<file path="src/sv/ceb_ram.sv">
`default_nettype none
module ceb_ram #(
    parameter int WIDTH = 8,
    parameter int DEPTH = 2
) (
    input  wire logic                     i_clk,
    input  wire logic                     i_we,
    input  wire logic [$clog2(DEPTH)-1:0] i_waddr,
    input  wire logic [WIDTH-1:0]         i_wdata,
    input  wire logic [$clog2(DEPTH)-1:0] i_raddr,
    output logic      [WIDTH-1:0]         o_rdata
);

    logic [WIDTH-1:0] r_mem [DEPTH];

    always_ff @(posedge i_clk) begin
        if (i_we) begin
            r_mem[i_waddr] <= i_wdata;
        end
    end

    always_ff @(posedge i_clk) begin
        o_rdata <= r_mem[i_raddr];
    end

endmodule
`default_nettype wire

</file>
<file path="config.mk">
export PLATFORM = sky130hd
export DESIGN_NAME = ceb_ram
export DESIGN_NICKNAME = d
export VERILOG_FILES = /design/src/sv/ceb_ram.sv
export SDC_FILE = /design/constraint.sdc
export NUM_CORES = 1
export LEC_CHECK = 0
export ABC_CLOCK_PERIOD_IN_PS = 1400
export BUFFER_PORTS_ARGS = -buffer_cell sky130_fd_sc_hd__buf_4
export CORE_MARGIN = 1
export CORE_UTILIZATION = 45
export CTS_CLUSTER_DIAMETER = 200
export CTS_CLUSTER_SIZE = 16
export DETAILED_ROUTE_END_ITERATION = 10
export PLACE_DENSITY_LB_ADDON = 0.12
export SETUP_SLACK_MARGIN = 0.02
export SYNTH_ARGS = -nofsm -noshare
export SYNTH_HDL_FRONTEND = slang
export SYNTH_SLANG_ARGS = --single-unit
</file>
<file path="constraint.sdc">
create_clock -name i_clk -period 1.4 [get_ports i_clk]
set_input_delay 0.28 -clock i_clk [delete_from_list [all_inputs] [get_ports i_clk]]
set_output_delay 0.28 -clock i_clk [all_outputs]
set_load 0.005 [all_outputs]
</file>
==> results by stage, run 1 <==
Global routing:
- The via count of the first global-routing pass is 373.
- The number of antenna violations at the first check in global routing is 0.
- Summed over all layers, the global routing overflow is 0.
- The all-layer global routing usage is 12.77%.
- The maximum number of pins on one net before global-route repair is 14.
- The first-pass GRT wire length is 1593 um.

Timing:
- Headroom to the max-slew limit came out at 75.36%.
- The total negative slack is 0 ns.
- Setup violations remaining at the end of the flow were counted as 0.
- The highest achievable clock rate is 970.1 MHz.
- The worst clock skew is 0.0008542 ns.
- For the finished layout, the period the worst path requires is 1.031 ns.
- Setup repair after global routing left no endpoint under its margin.
- The fraction of the cycle the final worst path needs is 73.63%.
- The count of final hold-check violations is 0.
- For the pin with the worst max-slew slack, the measured transition is 0.3696 ns.
- The max-slew violation total from the final report is 0.

Setup path:
- Walking the worst path, the cells encountered are buf_4.
- The source of the worst register-to-register timing path is r_mem[0][1].
- Across all register-to-register paths, the minimum setup slack is 0.64 ns.
- The class of the most critical setup path is register to primary output.
- The endpoint of the lowest-slack register-to-register path is o_rdata[1].
- The delay contributed by the slowest stage of the critical path is 0.32 ns.
- Along the worst path, the maximum fanout reaches 1.
- The arrival time at the worst endpoint is 0.75 ns.
- Among all stages on the critical path, the largest delay is contributed by dfxtp_1.
- The total buffers and inverters traversed by the critical path is 1.
- The required time at the worst-slack endpoint is 1.12 ns.
- STA classifies the critical path endpoint as a primary output.
- STA classifies the critical path startpoint as a register.
- Among cell families on the critical path, the largest total delay comes from flip-flops.
- The logic depth of the worst register-to-register path is 1.

Drt:
- In the routed design, unresolved DRC markers number 2.
- The average wire per cell in the routed design is 13.41 um.
- The number of nets still failing antenna checks after routing is 0.
- Summing over every cut layer, the via total after detailed routing is 368.
- The violation count after the first detailed-routing iteration is 11.
- The total iterations of the first detailed-routing run is 6.
- After detailed routing, the number of vias per cell comes to 4.907.
- The total wire length after detailed routing is 1006 um.

Synth:
- The sequential fraction of the synthesis area is 81.66%.
- The synthesized cell area is 784.5 um2.
- In this run, synthesis produced a sequential element count of 24.
- The per-instance average area after synthesis is 22.41 um2.
- Yosys printed 0 warnings.
- The area fraction of the dominant cell type after synthesis is 61.24%.
- The number of nets handed over by synthesis was 47.
- In the post-synthesis netlist, the biggest area contributors are edfxtp_1 61%, dfxtp_1 20%, mux2_4 15%.
- The cell type with the largest total area after synthesis is edfxtp_1.
- The number of cells produced by synthesis is 35.
- The synthesized netlist contains 6 unique library cells.

Flow run:
- Max-cap violations in this run came to 0.

Clocking:
- Once the clock tree was built, the resizer swapped 0 gates to a different size.
- For this design, the CTS-stage hold fixing added 0 buffers.
- Buffers inserted during clock tree synthesis total 3.
- After clock tree synthesis, the clock-pin slew on the worst setup and hold paths is 0.11 ns.
- Once the clock tree was built, the setup fixing pass inserted 0 buffers.
- The maximum buffer depth of the clock tree is 2.
- TritonCTS built the clock tree.
- The tree built by TritonCTS fans out to 24 sinks.
- The master cell of the clock root buffer is clkbuf_4.
- For the worst-skew pair, the clock arrives at the later sink with an insertion delay of 0.30 ns.
- The number of levels the H-tree was split into is 1.

Floorplanning:
- The floorplan die area is 1915 um2.
- In this run the horizontal extent of the chip is 43.76 um.
- The starting density of the core is 50.32%.
- The cell row count is 14.
- The height of the die is 43.76 um.
- The core region is 1559 um2.
- The number of top-level design ports is 20.

Worst hold path:
- The worst hold path belongs to the class input port to register.
- The cell depth of the worst min-delay path is 1.
- The path with the worst hold slack has its endpoint at r_mem[0][4].
- The hold path startpoint is i_wdata[4].

Placement:
- The weighted congestion reported at the end of routability-driven placement is 0.6020.
- The number of buffer cells added on primary ports is 19.
- The HPWL reported at the end of detailed placement is 767.2 um.

Cells and area:
- The post-synthesis to final-layout area growth is 24.56%.
- The number of antenna diodes in the final layout is 0.
- The number of fill cells is 121.
- The share of cells above drive strength 1 is 54.24%.
- The final net count is 72.

Power and ir drop:
- In this run the power density over the cells is 1253 nW/um2.
- The total design power is 1.225 mW.
- The total leakage power is 0.4051 nW.
- The maximum ir drop on the vdd rail is 0.0008297 V.

Run status:
- The final reports fail on DRC.
- The run finished, with violations left.
[cell usage after synthesis]
master	count
edfxtp_1	16
dfxtp_1	8
buf_6	1
and2_1	1
nor2b_1	1
mux2_4	8
[logic make-up after synthesis]
group / synth area share, %
flops: 81.66
simple gates: 1.596
mux: 15.31
buf+inv: 1.435
[layout by cell type, fill, tap and decap left out]
master	n
buf_4	21
edfxtp_1	16
mux2_4	8
dfxtp_1	8
clkbuf_4	3
nor2b_1	1
and2_1	1
clkinv_1	1
[sequential cells by signal (all words and copies together) (netlist names)]
register  flops
o_rdata       8
r_mem        16
[layer usage]
| layer | track usage (%) | vias to the layer above | part of all wire, % |
|---|---|---|---|
| li1 | - | 177 | - |
| met1 | 12.86 | 177 | 34 |
| met2 | 22.09 | 12 | 61 |
| met3 | 2.500 | 2 | 4.0 |
| met4 | 11.25 | 0 | 1.2 |
| met5 | 0 | - | 0 |
[worst max-delay path by stage]
| stage | startpoint | to | slack (ns) | depth (start not counted) |
|---|---|---|---|---|
| 2_1_floorplan | i_we | r_mem[0][0] | 0.33 | 1 |
| 3_3_place_gp | i_waddr | r_mem[1][6] | 0.36 | 2 |
| 3_5_place_dp | i_waddr | r_mem[1][6] | 0.33 | 2 |
| 4_1_cts | o_rdata[0] | o_rdata[0] | 0.35 | 1 |
| 5_1_grt | o_rdata[0] | o_rdata[0] | 0.33 | 1 |
| 6_report | o_rdata[0] | o_rdata[0] | 0.37 | 1 |
[power by group]
part	total [mW]	switching [mW]	internal [mW]
Clock	0.283	0.180	0.104
Sequential	0.825	0.0137	0.811
Combinational	0.116	0.0374	0.0790
[metrics by stage]
stage	std cells	instance area [um2]	util, %	hold WS, ns	worst slack, ns
after floorplan	35	784.5	-	0.3789	0.3266
after global placement	71	950.9	61.00	0.4564	0.3627
after detailed placement	71	950.9	61.00	0.4633	0.3271
after CTS	75	977.2	62.68	0.1443	0.3495
after global routing	75	977.2	62.68	0.1339	0.3317
final	75	977.2	62.68	0.1564	0.3692
[area by class of cell]
cell class | count | area, um2 | share of cell area [%]
clock buffer | 3 | 22.52 | 2.305
clock inverter | 1 | 3.754 | 0.3841
multi-input combinational | 10 | 132.6 | 13.57
sequential | 24 | 640.6 | 65.56
tap | 16 | 20.02 | 2.049
timing repair buffer | 21 | 157.7 | 16.13
Power figures use the tool's default switching activity.
==> inputs of run 2 (changes only) <==
--- a/config.mk
+++ b/config.mk
@@ -5,7 +5,7 @@
 export SDC_FILE = /design/constraint.sdc
 export NUM_CORES = 1
 export LEC_CHECK = 0
-export ABC_CLOCK_PERIOD_IN_PS = 1400
+export ABC_CLOCK_PERIOD_IN_PS = 1000
 export BUFFER_PORTS_ARGS = -buffer_cell sky130_fd_sc_hd__buf_4
 export CORE_MARGIN = 1
 export CORE_UTILIZATION = 45
==> constraint.sdc (replaced) <==
create_clock -name i_clk -period 1 [get_ports i_clk]
set_input_delay 0.2 -clock i_clk [delete_from_list [all_inputs] [get_ports i_clk]]
set_output_delay 0.2 -clock i_clk [all_outputs]
set_load 0.005 [all_outputs]
==> run 2 against run 1 <==
  * The flow still finishes with violations (DRC)
  * Sequential share of layout area shrank 0.91 points
  * Setup slack lost 0.30 ns
  * Combinational power grew 46%
  * Final area grew 1.4%
  * Wire length shrank 6.8%
  * Clock skew is essentially flat
  * Critical path depth is the same
  * Count of clock-buffer cells in the layout is the same
  * Power grew 39%
  * Global-route usage shrank 0.68 points
  * First-iteration DRC count shrank 73%
  * Critical path type unchanged
  * Largest cell class unchanged
  * Highest routed layer is now met3
==> results by stage, run 2 (synthesized netlist as in run 1, its figures left out) <==
Global routing:
- The number of antenna violations at the first check in global routing was 0.
- In the global route stage, overall resource usage came out at 12.09%.
- The total overflow reported by the global router is 0.
- The via count of the first global-routing pass is 378.
- The maximum number of pins on one net before global-route repair is 13.
- The first global-routing pass estimated 1566 um of wire.

Drt:
- The number of nets still failing antenna checks after routing is 0.
- Detailed routing inserted a total of 371 vias.
- The via density per instance is 4.882.
- The DRC violation count after routing is 2.
- The total iterations of the first detailed-routing run is 7.
- Dividing the detail-routed wire length by the instance count gives 12.34 um.
- The total wire length after detailed routing is 938 um.
- The detailed router finished its first iteration with 3 violations.

Worst hold path:
- The path with the worst hold slack has its endpoint at r_mem[1][1].
- The worst hold path belongs to the class input port to register.
- Along the worst hold path, the cell count comes to 1.
- The hold path startpoint is i_wdata[1].

Floorplanning:
- The initialized floorplan defines 14 standard-cell rows.
- Once the floorplan was initialized, standard cells occupied 50.32% of the core.
- In this run the vertical extent of the chip is 43.76 um.
- The number of top-level design ports is 20.
- The floorplan step defined a die boundary enclosing 1915 um2.
- The horizontal die dimension is 43.76 um.
- The standard cell core area is 1559 um2.

Cells and area:
- The register name with the most flops is r_mem.
- In the layout the commonest cells are 23 x buf_4, 16 x edfxtp_1, 8 x mux2_4, 8 x dfxtp_1, 3 x clkbuf_4.
- The final net count is 74.
- The most common cell after layout, fill and taps aside is buf_4.
- The number of flip-flops in the largest register is 16.
- The post-route netlist has 58.33% of its cells at a drive strength greater than 1.
- The largest registers in the layout are r_mem (16), o_rdata (8).
- Compared with the post-synthesis result, the final layout area differs by 26.32%.
- The number of inserted diodes is 0.

Placement:
- The HPWL reported at the end of detailed placement is 736 um.
- The number of buffer cells added on primary ports is 19.
- Timing analysis after detailed placement gives a worst setup slack of 0.1231 ns.
- The congestion estimate from routability-driven global placement came to 0.6634.

Timing:
- The worst clock skew is 0.001040 ns.
- For the final routed database, the setup TNS stands at 0 ns.
- Setup violations remaining at the end of the flow were counted as 0.
- The highest achievable clock rate is 1071 MHz.
- The worst path needs 0.9339 ns of the cycle, external delays included.
- The fraction of the cycle the final worst path needs is 93.39%.
- Setup repair after global routing left no endpoint under its margin.
- The count of final hold-check violations is 0.
- Measured against its own limit, the worst slew margin works out to 89.83%.
- The slew at the pin with the worst max-slew slack is 0.1525 ns.
- The max-slew violation total from the final report was 0.
- The smallest setup slack after layout is 0.06607 ns.

Power and ir drop:
- For this design the ratio of total power to cell area is 1717 nW/um2.
- The total leakage power is 0.4149 nW.
- The net switching fraction of the power is 18.16%.
- The maximum ir drop on the vdd rail is 0.001282 V.
- The analysis attributes to net switching a power of 0.3088 mW.
- The completed layout was analyzed and its total power is 1.701 mW.
- Per report_power, the clock group accounts for 22.2% of the total.
- Of the total power, registers draw 67.9%.
- The internal power of the cells totals 1.392 mW.
- The combinational power share is 9.9%.

Clocking:
- The clock latency reported for the late side of the worst-skew pair is 0.29 ns.
- After clock tree synthesis, the clock-pin slew on the worst setup and hold paths is 0.11 ns.
- The cell sitting at the root of the clock tree is a clkbuf_4.
- In this run, post-CTS repair resized a total of 0 instances.
- In this run the post-CTS setup repair buffer count came out at 0.
- Counting the buffers created by CTS gives 3.
- The number of levels the H-tree was split into is 1.
- Hold repair after CTS inserted 0 buffers.
- No sink is reached through more buffers than the 2 on the longest clock path.
- TritonCTS built the clock tree.
- CTS saw 24 sinks.

Setup path:
- The most critical setup path has its startpoint at o_rdata[0].
- For the worst flop-to-flop path, the logic depth is 1.
- At the worst endpoint, the required time is 0.80 ns.
- Of all nets on the critical path, the largest fanout is 1.
- The kind of cell with the highest combined delay along the critical path is flip-flops.
- Traced cell by cell, the critical path runs through buf_4.
- On the worst path, the slowest cell contributes a delay of 0.32 ns.
- The worst setup path is of the register to primary output kind.
- The largest individual stage delay along the critical path comes from the cell dfxtp_1.
- The source of the worst register-to-register timing path is r_mem[1][6].
- The arrival time at the worst endpoint is 0.73 ns.
- The total buffers and inverters traversed by the critical path is 1.
- The setup check on the worst reg-to-reg path leaves a slack of 0.23 ns.
- The endpoint of the lowest-slack register-to-register path is o_rdata[6].
- The worst setup path is launched from a register.
- STA classifies the critical path endpoint as a primary output.

Flow run:
- Across the run, the number of max-cap violations was 0.

Run status:
- The final reports fail on DRC.
- The flow ran to the end, but the final reports show violations.
[run 2: changes by cell type in the layout (fill, tap and decap cells not counted)]
cell      delta
buf_4        +2
clkinv_1     -1
nor2b_1      -1
nor2b_2      +1
[run 2: power by group through the flow]
stage          logic [mW]  clock network [mW]  registers, mW
6_report            0.169               0.377           1.15
5_1_grt             0.184               0.428           1.16
3_3_place_gp        0.166                   0           1.18
3_5_place_dp        0.171                   0           1.18
4_1_cts             0.171               0.397           1.16
2_1_floorplan      0.0690                   0           1.18
[run 2: worst max path at each step]
stage,cells after the start,to,slack (ns)
3_3_place_gp,3,r_mem[1][2],0.14
5_1_grt,1,o_rdata[2],0.03
4_1_cts,1,o_rdata[3],0.05
6_report,1,o_rdata[0],0.07
2_1_floorplan,1,r_mem[0][0],0.18
3_5_place_dp,3,r_mem[0][2],0.12
[run 2: routing by layer]
| layer | track usage [%] | wire length [um] |
|---|---|---|
| met1 | 12.39 | 317 |
| met5 | 0 | 0 |
| met3 | 2.500 | 50 |
| met2 | 22.09 | 571 |
| met4 | 7.500 | 0 |
[run 2: stage by stage]
step | utilization [%] | hold WS (ns) | instance area [um2] | std cells
2_1_floorplan | - | 0.2989 | 787.0 | 35
3_3_place_gp | 62.12 | 0.3858 | 968.4 | 73
4_1_cts | 63.56 | 0.06816 | 991.0 | 76
6_report | 63.56 | 0.08183 | 991.0 | 76
3_5_place_dp | 62.12 | 0.3883 | 968.4 | 73
5_1_grt | 63.56 | 0.06229 | 991.0 | 76
[run 2: final cells by class]
class                           instances  area [um2]
Timing Repair Buffer                   23       172.7
Multi-Input combinational cell         10       135.1
Clock buffer                            3       22.52
Tap cell                               16       20.02
Fill cell                             121       568.0
Sequential cell                        24       640.6
